<file path="src/rtl/core/skht_pkg.sv">
// ----------------------------------------------------------------------------
// skht_pkg: shared types and constants of the string keyed handle table
// Holds the table geometry, the transaction structs and the control and
// token structs that pass between the top level and the slot cells.
// ----------------------------------------------------------------------------
package skht_pkg;

	// Table geometry
	localparam int ENTRIES = 32;
	localparam int KEY_LEN = 64;
	localparam int IW      = $clog2(ENTRIES);
	localparam int AW      = $clog2(KEY_LEN);
	localparam int PW      = $clog2(KEY_LEN + 1);

	// Request types
	localparam logic REQ_REGISTER = 1'b0;
	localparam logic REQ_RESOLVE  = 1'b1;

	// Status codes
	localparam logic ST_OK   = 1'b0;
	localparam logic ST_FAIL = 1'b1;

	// Key terminator
	localparam logic [7:0] KEY_END = 8'h00;

	// Input transaction
	typedef struct packed {
		logic        req_type;
		logic [7:0]  key_char;
		logic [31:0] handle;
	} in_t;

	// Result transaction
	typedef struct packed {
		logic        status;
		logic [31:0] found_handle;
	} out_t;

	// Broadcast control from the top level to every cell
	typedef struct packed {
		logic          we;
		logic [AW-1:0] waddr;
		logic [7:0]    wdata;
		logic [AW-1:0] raddr;
		logic          cmp;
		logic [7:0]    cmp_ch;
		logic          cmp_ok;
		logic          term;
		logic          term_ok;
		logic          req_type;
		logic [31:0]   hdl;
		logic          claim;
		logic [IW-1:0] claim_idx;
	} ctl_t;

	// Token swept along the chain on a terminator
	typedef struct packed {
		logic          valid;
		logic          hit;
		logic          free_seen;
		logic [IW-1:0] free_idx;
		logic [31:0]   found;
	} tok_t;

endpackage

</file>
<file path="src/rtl/core/skht_cell.sv">
// ----------------------------------------------------------------------------
// skht_cell: one slot of the handle table
// Keeps the slot's key characters, handle, used mark and match flag, compares
// each arriving character and passes the lookup token on to its neighbour.
// ----------------------------------------------------------------------------
module skht_cell (
	input  logic                    clk,
	input  logic                    arst_n,
	input  logic [skht_pkg::IW-1:0] idx,
	input  skht_pkg::ctl_t          ctl,
	input  skht_pkg::tok_t          tok_i,
	output skht_pkg::tok_t          tok_o
);

	logic [7:0]  key_mem [skht_pkg::KEY_LEN];
	logic [7:0]  rdata_q;
	logic [31:0] handle_q;
	logic        used_q;
	logic        match_q;
	logic        endm_q;
	skht_pkg::tok_t tok_q;
	logic        claim_here;
	logic        hit_here;
	logic        free_here;

	assign claim_here = ctl.claim && (ctl.claim_idx == idx);
	assign hit_here   = tok_i.valid && !tok_i.hit && endm_q;
	assign free_here  = tok_i.valid && !used_q && !tok_i.free_seen;

	// Key memory: characters are staged into free slots, the claim writes the end mark.
	always_ff @(posedge clk) begin
		if ((ctl.we && !used_q) || claim_here) begin
			key_mem[ctl.waddr] <= ctl.wdata;
		end
		rdata_q <= key_mem[ctl.raddr];
	end

	// Handle store is updated on a matching register with a non-zero handle or on a claim.
	always_ff @(posedge clk) begin
		if (claim_here || (hit_here && ctl.req_type == skht_pkg::REQ_REGISTER &&
				ctl.hdl != 32'd0)) begin
			handle_q <= ctl.hdl;
		end
	end

	// Used mark, match flag and end-of-key match.
	always_ff @(posedge clk or negedge arst_n) begin
		if (!arst_n) begin
			used_q  <= 1'b0;
			match_q <= 1'b1;
			endm_q  <= 1'b0;
		end else begin
			if (claim_here) begin
				used_q <= 1'b1;
			end
			if (ctl.term) begin
				match_q <= 1'b1;
				endm_q  <= used_q && match_q && ctl.term_ok && (rdata_q == skht_pkg::KEY_END);
			end else if (ctl.cmp) begin
				match_q <= match_q && ctl.cmp_ok && (rdata_q == ctl.cmp_ch);
			end
		end
	end

	// Token stage: the first hit and the lowest free slot are recorded on the way.
	always_ff @(posedge clk or negedge arst_n) begin
		if (!arst_n) begin
			tok_q <= '0;
		end else begin
			tok_q.valid     <= tok_i.valid;
			tok_q.hit       <= tok_i.hit || hit_here;
			tok_q.free_seen <= tok_i.free_seen || free_here;
			tok_q.free_idx  <= free_here ? idx : tok_i.free_idx;
			tok_q.found     <= (hit_here && ctl.req_type == skht_pkg::REQ_RESOLVE) ?
				handle_q : tok_i.found;
		end
	end

	assign tok_o = tok_q;

endmodule

</file>
<file path="config.mk">
export PLATFORM = sky130hd
export DESIGN_NAME = skht_cell
export DESIGN_NICKNAME = d
export VERILOG_FILES = /design/src/rtl/core/skht_pkg.sv /design/src/rtl/core/skht_cell.sv
export SDC_FILE = /design/constraint.sdc
export NUM_CORES = 1
export LEC_CHECK = 0
export ABC_CLOCK_PERIOD_IN_PS = 4100
export BUFFER_PORTS_ARGS = -buffer_cell sky130_fd_sc_hd__buf_4
export CAP_MARGIN = 20
export CORE_ASPECT_RATIO = 1.1
export CORE_MARGIN = 10
export CORE_UTILIZATION = 55
export CTS_CLUSTER_DIAMETER = 80
export CTS_CLUSTER_SIZE = 10
export DETAILED_ROUTE_END_ITERATION = 6
export GPL_TIMING_DRIVEN = 0
export PLACE_DENSITY = 0.74
export SLEW_MARGIN = 10
export SYNTH_ARGS = -nofsm -noshare
export SYNTH_HDL_FRONTEND = slang
export SYNTH_SLANG_ARGS = --single-unit
</file>
<file path="constraint.sdc">
create_clock -name clk -period 4.1 [get_ports clk]
set_input_delay 0.41 -clock clk [delete_from_list [all_inputs] [get_ports clk]]
set_output_delay 0.41 -clock clk [all_outputs]
set_load 0.005 [all_outputs]
</file>
==> Implementation_results.wiki, run 1 <==
{| class="wikitable"
! Metric !! Value
|-
| Crit path buf inv count || 1
|-
| Final hold viol count || 0
|-
| Peak supply drop || 380 uV
|-
| Pin count of the biggest net entering global routing || 65
|-
| Bufs on Longest Clock Path || 3
|-
| Buffer type at the clock tree root || clkbuf_16
|-
| Fraction of synthesized cell area taken by the top area cell type || 0.714
|-
| Wire length of the first global-routing pass || 86,300 um
|-
| Overflow left after global routing || 0
|-
| Largest cells by area after synthesis || edfxtp_1 71%, mux4_2 12%, dfrtp_1 4.6%
|-
| Per-instance average area after synthesis || 20.8 um2
|-
| Residual DRC || 0
|-
| Clock tree from TritonCTS || done
|-
| Number of distinct library cells after synthesis || 50
|-
| Number of I/O port buffers || 152
|-
| Num ports || 159
|-
| Total power || 12.9 mW
|-
| Synthesized flop and latch total || about 600
|-
| Unrepaired setup endpoints after global routing || no
|-
| Mean number of vias per cell || 6.37
|-
| Largest clock skew in the final design || 0.0195 ns
|-
| Achievable frequency || 302 MHz
|-
| Total via count after detailed routing || 12,249
|-
| Via count of the first global-routing pass || 12,543
|-
| Standard cell core area || 41,200 um2
|-
| Main flop type after synthesis || edfxtp_1
|-
| Leakage power || just under 9 nW
|-
| Per-cell routed wire length || slightly above 30 um
|-
| Req. time, crit path || around 4.3 ns
|-
| Cells resized by post-CTS repair || 0
|-
| Pins over their slew limit || 0
|-
| Die extent in x || 214 um
|-
| Syn. warnings || 0
|-
| Crit path capture type || register
|-
| Parity-gate share of the synthesized area counting xor and xnor cells || 0.00498
|-
| Area of the die || roughly 50,000 um2
|-
| Max-cap check violation count || 0
|-
| Clk sinks || 595
|-
| DRT Wirelength || 59,600 um
|-
| Layout Cells excl Fill || 1,923
|-
| Top cells by instance count after synthesis || 544 x edfxtp_1, 124 x mux4_2, 83 x nor2_1
|-
| Synth Area in Compound Gates || 0.0229
|-
| Number of buffers inserted during clock tree synthesis || 69
|-
| Adder-cell share of the synthesized area || 0
|-
| Main combinational cell family by area after synthesis || multiplexers
|-
| Power density normalized to cell area || ~480 nW/um2
|-
| Final setup violating endpoints || 0
|-
| Crit Path Category || input pin to register
|-
| Clock-pin slew on the worst setup and hold paths || 0.05 ns
|-
| Net count of the finished layout || 1,453
|-
| Largest fanout on the critical path || 8
|-
| Antenna violations before repair || 2
|-
| Post-synth ARST share || 0.0723
|-
| Transition time at the pin with the least slew margin || around 1.1 ns
|-
| Result of the run || complete, no violations
|-
| Number of buffers inserted to repair setup after CTS || 0
|-
| Worst-path cell chain || buf_4, xnor2_1, nand4_1, o22ai_1, nand4b_1, nor2_1
|-
| Area share of and/or/nand/nor cells after synthesis || 0.0352
|-
| Height of the die || 234 um
|-
| Normalized max-slew margin || 0.296
|-
| 1st-pass router iterations || 6
|-
| Placed Cells incl. Taps || 1,812
|-
| Initial drt markers || roughly 1,600
|-
| Most common cell in the synthesized netlist || edfxtp_1
|-
| HPWL Detailed || 38,300 um
|-
| Effective utilization at floorplan || 0.555
|-
| Top cell type by total area after synthesis || edfxtp_1
|-
| Data arrival, critical path || roughly 3.5 ns
|-
| Number of antenna repair diodes || 0
|-
| Number of synthesized flops with an enable pin || 544
|-
| Hold crit path type || input pin to register
|-
| Number of nets in the synthesized netlist || approximately 1,200
|-
| Total negative slack for setup checks || 0 ns
|-
| Type of origin of the critical path || input pin
|-
| Post-route minimum period || 3.31 ns
|-
| Clock latency on the worst-skew pair || 0.58 ns
|-
| Share of the clock period used by the worst path || 0.808
|-
| Global placer's final weighted congestion || 0.901
|-
| Share of layout cells above drive strength 1 || 0.313
|-
| Netlist area before placement || between 20,000 and 25,000 um2
|-
| Mux cell area share after synthesis || 0.156
|-
| Sequential share of the synthesized area || 0.769
|-
| Gr usage total || 0.238
|-
| # rows || 78
|-
| Max stage delay cell, worst path || nor2_1
|-
| Area growth from synthesis to layout || 17.2%
|-
| Final ANT Viol Nets || 0
|-
| Number of levels in the clock H-tree || 3
|-
| Max stage delay on crit path || 0.97 ns
|-
| Cells after synthesis || approximately 1,100
|-
| Largest delay share family, worst path || simple AND/OR/NAND/NOR gates
|}
## cells in the final DEF (no fill, tap or decap), types with 10 or more instances in the layout
master,count
edfxtp_1,544
buf_4,157
mux4_2,124
nor2_1,83
clkbuf_16,73
mux2_2,47
clkbuf_1,43
dfrtp_1,42
mux2i_1,25
nand2_1,16
buf_2,14
o21ai_0,12
a22oi_1,11
dlygate4sd3_1,11
nor4_1,10
## timing repair
item                                    4_1_cts  5_1_grt
hold buffers                                 11        0
endpoints found under the setup margin        0        0
hold endpoints to repair                     52        0
## report_power, final
group / internal [mW] / leakage [nW] / total [mW] / switching, mW
clock: 3.21 / 0.930 / 5.40 / 2.19
combinational: 0.320 / 2.46 / 0.785 / 0.465
sequential: 6.70 / 5.46 / 6.72 / 0.0274
## cells by family after synthesis
| family | Yosys count |
|---|---|
| flip-flops | 595 |
| multiplexers | 196 |
| AND/OR/NAND/NOR | 168 |
| AO/OA/AOI/OAI | 73 |
| buffers and inverters | 54 |
| XOR/XNOR | 13 |
## final cells by class
type / count / area (um2)
fill: 2740 / 14400
timing repair buffer: 164 / 1280
tap: 560 / 701
sequential: 595 / 17600
clock buffer: 99 / 1920
multi-input combinational: 450 / 5020
buffer: 50 / 262
inverter: 4 / 15.0
clock inverter: 1 / 7.51
## stage by stage
step | setup slack [ns] | instance area [um2] | hold slack [ns] | utilization
global route | 0.688 | 26800 | 0.00743 | 0.650
detailed placement | 0.391 | 24700 | 0.445 | 0.601
floorplan | 0.644 | 22900 | 0.114 | -
CTS | 0.965 | 26800 | 0.000688 | 0.650
finish | 0.786 | 26800 | 0.0225 | 0.650
global placement | -0.657 | 24700 | 0.431 | 0.600
## state kept, by name (all words and copies together) (netlist names)
| name | count |
|---|---|
| endm_q | 1 |
| handle_q | 32 |
| key_mem | 512 |
| match_q | 1 |
| rdata_q | 8 |
| tok_o | 40 |
| used_q | 1 |
## path summary, 6_finish.rpt
| check | depth (start not counted) | start | slack, ns | end |
|---|---|---|---|---|
| setup / recovery | 6 | idx[0] | 0.79 | key_mem[59][4]$_DFFE_PP_ |
| hold / removal | 1 | ctl[8] | 0.02 | handle_q[2]$_DFFE_PP_ |
| setup reg to reg | 3 | used_q$_DFFE_PN0P_ | 0.88 | key_mem[59][4]$_DFFE_PP_ |
| hold reg to reg | 1 | handle_q[23]$_DFFE_PP_ | 0.47 | tok_o[23]$_DFF_PN0_ |
| max in group asynchronous | 2 | arst_n | 3.31 | tok_o[33]$_DFF_PN0_ |
| min in group asynchronous | 2 | arst_n | 0.39 | tok_o[4]$_DFF_PN0_ |
## per-layer routing
metal / vias to the layer above / routed length [um] / global-route usage
met4: 2 / 3140 / 0.122
met2: 851 / 28500 / 0.380
met5: - / 13 / 0
met3: 171 / 6090 / 0.0598
li1: 4986 / - / -
met1: 6239 / 21900 / 0.301
(Power assumes the default switching activity.)
==> inputs of run 2 (changes only) <==
--- a/config.mk
+++ b/config.mk
@@ -5,17 +5,17 @@
 export SDC_FILE = /design/constraint.sdc
 export NUM_CORES = 1
 export LEC_CHECK = 0
-export ABC_CLOCK_PERIOD_IN_PS = 4100
+export ABC_CLOCK_PERIOD_IN_PS = 2840
 export BUFFER_PORTS_ARGS = -buffer_cell sky130_fd_sc_hd__buf_4
 export CAP_MARGIN = 20
 export CORE_ASPECT_RATIO = 1.1
 export CORE_MARGIN = 10
-export CORE_UTILIZATION = 55
+export CORE_UTILIZATION = 54
 export CTS_CLUSTER_DIAMETER = 80
 export CTS_CLUSTER_SIZE = 10
 export DETAILED_ROUTE_END_ITERATION = 6
 export GPL_TIMING_DRIVEN = 0
-export PLACE_DENSITY = 0.74
+export PLACE_DENSITY = 0.75
 export SLEW_MARGIN = 10
 export SYNTH_ARGS = -nofsm -noshare
 export SYNTH_HDL_FRONTEND = slang
==> constraint.sdc (replaced) <==
create_clock -name clk -period 2.84 [get_ports clk]
set_input_delay 0.284 -clock clk [delete_from_list [all_inputs] [get_ports clk]]
set_output_delay 0.284 -clock clk [all_outputs]
set_load 0.005 [all_outputs]
==> run 2 against run 1 <==
Net effect:
- global-route usage up 0.54 points
- hold slack worse by 0.011 ns
- sequential cell count unchanged
- clock power up 46%
- largest power group unchanged
- final area up 3.6%
- highest routed layer is now met4
- sequential share of layout area down 2.3 points
- core utilization up 0.85 points
- register-to-register slack worse by 0.86 ns
==> Implementation_results.wiki, run 2 (synthesis gave the netlist of run 1 again) <==
{| class="wikitable"
! Metric !! Value
|-
| Result of the run || complete, no violations
|-
| Largest fanout on the critical path || 8 (unchanged)
|-
| Req. time, crit path || 3.05 ns (-1.25 ns)
|-
| DRT Wirelength || 62,100 um (+4.2%)
|-
| Relative contribution of the clock network to total power || 0.418 (about the same)
|-
| Final ANT Viol Nets || 0 (unchanged)
|-
| Psw || 4.05 mW (+51%)
|-
| Pins over their slew limit || 0 (unchanged)
|-
| HPWL Detailed || 38,000 um (-0.99%)
|-
| Global placer's final weighted congestion || 0.965 (+7.1%)
|-
| Num ports || 159 (unchanged)
|-
| Number of levels in the clock H-tree || 3 (unchanged)
|-
| Clk sinks || 595 (unchanged)
|-
| Largest clock skew in the final design || 0.0220 ns (+0.00251 ns)
|-
| # rows || 79 (+1.3%)
|-
| Final setup violating endpoints || 0 (unchanged)
|-
| Number of I/O port buffers || 152 (unchanged)
|-
| Share of layout cells above drive strength 1 || 0.343 (+0.0295)
|-
| Max-cap check violation count || 0 (unchanged)
|-
| Number of buffers inserted during clock tree synthesis || 69 (unchanged)
|-
| Standard cell core area || 42,100 um2 (+2.2%)
|-
| Die extent in x || 216 um (+0.84%)
|-
| Antenna violations before repair || 1 (-1)
|-
| 1st-pass router iterations || 5 (-1)
|-
| Layout fillers || 2,699 (-1.5%)
|-
| Bufs on Longest Clock Path || 3 (unchanged)
|-
| Clock-pin slew on the worst setup and hold paths || 0.06 ns (about the same)
|-
| Top register by number of flip-flops || key_mem
|-
| Wire length of the first global-routing pass || 90,800 um (+5.2%)
|-
| Post-route minimum period || 2.82 ns
|-
| Crit Path Category || register to register
|-
| Final hold viol count || 0 (unchanged)
|-
| Gr usage total || 0.243 (+0.00539)
|-
| Share of total power consumed by net switching || 0.215 (+0.00691)
|-
| Area growth from synthesis to layout || 21.4%
|-
| Share of power burned in registers || 0.515 (-0.006)
|-
| Transition time at the pin with the least slew margin || 1.15 ns (+0.0927 ns)
|-
| Residual DRC || 0 (unchanged)
|-
| Share of the clock period used by the worst path || 0.993
|-
| Clock tree from TritonCTS || done
|-
| Via count of the first global-routing pass || 13,198 (+5.2%)
|-
| Largest register FFs || 512 (unchanged)
|-
| Pin count of the biggest net entering global routing || 65 (unchanged)
|-
| Leakage power || 9.20 nW (+3.9%)
|-
| Internal cell power || 14.8 mW (+45%)
|-
| Hold crit path type || input pin to register
|-
| Combinational power share || 0.067 (+0.006)
|-
| Total power || 18.9 mW (+46%)
|-
| Achievable frequency || roughly 350 MHz
|-
| Total via count after detailed routing || 12,736 (+4.0%)
|-
| Height of the die || 236 um (+0.84%)
|-
| Most common library cell in the layout ignoring fill and taps || edfxtp_1
|-
| Power density normalized to cell area || 680 nW/um2 (+41%)
|-
| Crit path capture type || register
|-
| Type of origin of the critical path || register
|-
| Overflow left after global routing || 0 (unchanged)
|-
| Per-cell routed wire length || 30.9 um (-0.49%)
|-
| Initial drt markers || 1,691 (+4.7%)
|-
| Normalized max-slew margin || 0.234 (-0.0618)
|-
| Clock latency on the worst-skew pair || 0.60 ns (+0.02 ns)
|-
| Mean number of vias per cell || 6.33 (-0.67%)
|-
| Total negative slack for setup checks || 0 ns (unchanged)
|-
| Data arrival, critical path || 3.03 ns (-0.48 ns)
|-
| Final core occ || 0.659 (+0.00853)
|-
| Net count of the finished layout || 1,532 (+5.4%)
|-
| Effective utilization at floorplan || 0.543 (-0.0122)
|-
| Peak supply drop || 641 uV (+68%)
|-
| Area of the die || 51,000 um2 (+1.7%)
|-
| Buffer type at the clock tree root || clkbuf_16
|-
| Most used cells in the layout excluding fill and tap cells || 544 x edfxtp_1, 166 x buf_4, 124 x mux4_2, 79 x dlygate4sd3_1, 72 x clkbuf_16
|}
run 2: power by group through the flow:
stage	Clock [mW]	Sequential (mW)	Combinational, mW
after CTS	7.93	9.70	1.23
after floorplan	0	9.87	0.509
after global placement	0	9.87	1.09
after global routing	8.31	9.71	1.32
final	7.88	9.71	1.27
after detailed placement	0	9.88	1.11
run 2: metrics by stage:
step           setup WS, ns  hold WS (ns)  instance area, um2  cells
6_report             0.0191        0.0110               27700   2013
5_1_grt            -0.00428        0.0349               27700   2011
4_1_cts              -0.243       0.00545               27700   2009
3_5_place_dp         -0.859         0.297               24800   1819
3_3_place_gp         -0.711         0.295               24700   1818
2_1_floorplan         0.371       -0.0116               22900   1099
run 2: final timing paths:
kind | start | to | slack, ns | cells past startpoint
setup / recovery | used_q$_DFFE_PN0P_ | key_mem[5][2]$_DFFE_PP_ | 0.02 | 3
min in group asynchronous | arst_n | tok_o[28]$_DFF_PN0_ | 0.24 | 2
hold reg to reg | handle_q[13]$_DFFE_PP_ | tok_o[13]$_DFF_PN0_ | 0.48 | 1
max in group asynchronous | arst_n | tok_o[11]$_DFF_PN0_ | 2.19 | 2
setup reg to reg | used_q$_DFFE_PN0P_ | key_mem[5][2]$_DFFE_PP_ | 0.02 | 3
hold / removal | ctl[50] | match_q$_DFFE_PN1P_ | 0.01 | 3
run 2: what timing repair did:
action                                 4_1_cts  5_1_grt
endpoints found under the hold margin      116        0
gates resized for setup                     44       11
hold buffers                                79        0
pin swaps                                    2        1
setup endpoints to repair                  512      256
buffers inserted                             9        1
run 2: critical path, stage by stage, from the launching register on:
cell and delay [ns]:
dfrtp_1 0.43, o22ai_2 0.48, nand3_1 0.79, nor2_2 0.72
run 2: final cells by class:
class	instances	area, um2	share of cell area
clock inverters	5	50.0	0.00180
inverters	4	15.0	0.000541
repair buffers	243	2060	0.0743
diodes	2	5.00	0.000180
multi-input cells	450	5170	0.186
clock buffers	97	1900	0.0683
plain buffers	50	262	0.00943
well taps	567	709	0.0256
flip-flops and latches	595	17600	0.633
run 2: per-layer routing:
layer,wire length [um],vias to the layer above,track usage
li1,-,5148,-
met1,23000,6460,0.314
met2,29200,957,0.382
met3,7070,171,0.0667
met4,2870,0,0.109
met5,0,-,0
==> inputs of run 3 (changes only) <==
--- a/config.mk
+++ b/config.mk
@@ -6,16 +6,15 @@
 export NUM_CORES = 1
 export LEC_CHECK = 0
 export ABC_CLOCK_PERIOD_IN_PS = 2840
-export BUFFER_PORTS_ARGS = -buffer_cell sky130_fd_sc_hd__buf_4
-export CAP_MARGIN = 20
 export CORE_ASPECT_RATIO = 1.1
 export CORE_MARGIN = 10
-export CORE_UTILIZATION = 54
+export CORE_UTILIZATION = 55
 export CTS_CLUSTER_DIAMETER = 80
 export CTS_CLUSTER_SIZE = 10
 export DETAILED_ROUTE_END_ITERATION = 6
+export DONT_BUFFER_PORTS = 1
 export GPL_TIMING_DRIVEN = 0
-export PLACE_DENSITY = 0.75
+export PLACE_DENSITY = 0.73
 export SLEW_MARGIN = 10
 export SYNTH_ARGS = -nofsm -noshare
 export SYNTH_HDL_FRONTEND = slang
==> run 3 against run 2 <==
Net effect:
- largest power group unchanged
- register-to-register slack improved by 0.06 ns
- core utilization down 0.94 points
- first-iteration DRC count shrank 10%
- combinational power shrank 16%
- worst setup slack improved by 0.059 ns
- die area fell by 1.7%
==> Implementation_results.wiki, run 3 (synthesis gave the netlist of run 1 again) <==
{| class="wikitable"
! Metric !! Value
|-
| Most common library cell in the layout ignoring fill and taps || edfxtp_1
|-
| Leakage power || 8.53 nW (-7.3%)
|-
| Largest register FFs || 512 (unchanged)
|-
| Global placer's final weighted congestion || 0.950 (-1.6%)
|-
| Placed Cells incl. Taps || 1,660 (-8.7%)
|-
| Type of origin of the critical path || input pin
|-
| Req. time, crit path || 3.05 ns (about the same)
|-
| Antenna violations before repair || 3 (+2)
|-
| Largest delay share family, worst path || simple AND/OR/NAND/NOR gates
|-
| Overflow left after global routing || 0 (unchanged)
|-
| Number of I/O port buffers || 0 (-100%)
|-
| Layout Cells excl Fill || 1,858 (-7.7%)
|-
| Peak supply drop || 494 uV (-23%)
|-
| Worst-case hold slack || 0.0198 ns (+0.00885 ns)
|-
| Share of layout cells above drive strength 1 || 0.270 (-0.0725)
|-
| Clock tree from TritonCTS || done
|-
| Clock latency on the worst-skew pair || 0.60 ns (about the same)
|-
| Pins over their slew limit || 0 (unchanged)
|-
| Crit Path Category || input pin to register
|-
| Largest clock skew in the final design || 0.0251 ns (+0.00310 ns)
|-
| Gr usage total || 0.246 (+0.00298)
|-
| Number of levels in the clock H-tree || 3 (unchanged)
|-
| Data arrival, critical path || 2.97 ns (-0.06 ns)
|-
| Top register by number of flip-flops || key_mem
|-
| # rows || 78 (-1.3%)
|-
| Mean number of vias per cell || 6.55 (+3.6%)
|-
| Area of the die || 50,100 um2 (-1.7%)
|-
| HPWL Detailed || 37,000 um (-2.7%)
|-
| Final setup violating endpoints || 0 (unchanged)
|-
| Final hold viol count || 0 (unchanged)
|-
| Normalized max-slew margin || 0.243 (+0.00839)
|-
| DRT Wirelength || 61,600 um (-0.89%)
|-
| Most used cells in the layout excluding fill and tap cells || 544 x edfxtp_1, 124 x mux4_2, 79 x dlygate4sd3_1, 71 x clkbuf_16, 58 x nor2_2
|-
| Residual DRC || 0 (unchanged)
|-
| Worst-path cell chain || xnor2_1, nand4_1, o22ai_2, nand3b_1, nor2_2
|-
| Per-cell routed wire length || 33.1 um (+7.4%)
|-
| Hold crit path type || input pin to register
|-
| Max stage delay cell, worst path || nor2_2
|-
| Achievable frequency || 362 MHz (+2.1%)
|-
| Power density normalized to cell area || 698 nW/um2 (+2.7%)
|-
| Share of the clock period used by the worst path || 0.972 (-0.0209)
|-
| Largest fanout on the critical path || 8 (unchanged)
|-
| Via count of the first global-routing pass || 12,634 (-4.3%)
|-
| Net count of the finished layout || 1,382 (-9.8%)
|-
| Area growth from synthesis to layout || 17.0%
|-
| Total power || 18.7 mW (-0.97%)
|-
| Clk sinks || 595 (unchanged)
|-
| Crit path buf inv count || 0 (unchanged)
|-
| Clock-pin slew on the worst setup and hold paths || 0.06 ns (about the same)
|-
| Max stage delay on crit path || 0.82 ns (+0.03 ns)
|-
| Height of the die || 234 um (-0.84%)
|-
| Bufs on Longest Clock Path || 3 (unchanged)
|-
| 1st-pass router iterations || 7 (+2)
|-
| Wire length of the first global-routing pass || 88,900 um (-2.2%)
|-
| Number of buffers inserted during clock tree synthesis || 69 (unchanged)
|-
| Max-cap check violation count || 0 (unchanged)
|-
| Num ports || 159 (unchanged)
|-
| Crit path capture type || register
|-
| Transition time at the pin with the least slew margin || 1.14 ns (-0.0126 ns)
|-
| Initial drt markers || 1,516 (-10%)
|-
| Standard cell core area || 41,200 um2 (-2.2%)
|-
| Die extent in x || 214 um (-0.83%)
|-
| Final ANT Viol Nets || 0 (unchanged)
|-
| Pin count of the biggest net entering global routing || 65 (unchanged)
|-
| Post-route minimum period || 2.76 ns (-0.0593 ns)
|-
| Effective utilization at floorplan || 0.555 (+0.0122)
|-
| Result of the run || complete, no violations
|-
| Total via count after detailed routing || 12,178 (-4.4%)
|-
| Buffer type at the clock tree root || clkbuf_16
|}
run 3: stage by stage:
step	TNS, ns	util	instance area (um2)	setup slack (ns)
finish	0	0.649	26700	0.0784
global route	-0.452	0.649	26700	-0.0364
CTS	-12.55	0.648	26700	-0.195
detailed placement	-274.90	0.573	23600	-0.813
global placement	-226.56	0.572	23600	-0.665
floorplan	0	-	22900	0.371
run 3: cell type report:
| type | count | area [um2] |
|---|---|---|
| sequential | 595 | 17600 |
| fill | 2653 | 14400 |
| multi-input combinational | 450 | 5180 |
| clock buffer | 97 | 1870 |
| timing repair buffer | 93 | 1090 |
| tap | 560 | 701 |
| buffer | 50 | 262 |
| clock inverter | 6 | 51.3 |
| inverter | 4 | 15.0 |
| antenna | 3 | 7.51 |
run 3: worst paths after layout:
kind                       depth (start not counted)  slack (ns)                  start                  endpoint
setup reg to reg                                   3        0.08     used_q$_DFFE_PN0P_  key_mem[58][5]$_DFFE_PP_
min in group asynchronous                          2        0.18                 arst_n        tok_o[5]$_DFF_PN0_
hold reg to reg                                    1        0.47  handle_q[4]$_DFFE_PP_        tok_o[4]$_DFF_PN0_
max in group asynchronous                          2        2.40                 arst_n       match_q$_DFFE_PN1P_
setup / recovery                                   5        0.08                 idx[4]  key_mem[58][5]$_DFFE_PP_
hold / removal                                     2        0.02                ctl[50]       match_q$_DFFE_PN1P_
run 3: layer usage:
layer,vias up,part of all wire,GRT usage
li1,4859,-,-
met1,6261,0.35,0.297
met2,877,0.49,0.408
met3,177,0.11,0.0722
met4,4,0.046,0.114
met5,-,0.00036,0
run 3: report_power, final:
group / internal (mW) / total (mW) / switching (mW)
clock: 4.55 / 7.88 / 3.33
sequential: 9.66 / 9.72 / 0.0614
combinational: 0.433 / 1.07 / 0.634
run 3: worst register-to-register path, cell delays in order (launching register included):
cell and delay [ns]:
dfrtp_1 0.41, o22ai_2 0.41, nand3b_1 0.74, nor2_2 0.82
run 3: timing repair:
item                       in CTS  in global routing
gates resized for setup        49                 10
hold buffers                   88                  0
cloned                          0                  0
pin swaps                       1                  2
setup endpoints to repair     402                448
hold endpoints to repair      629                  0
setup buffers                   2                  2
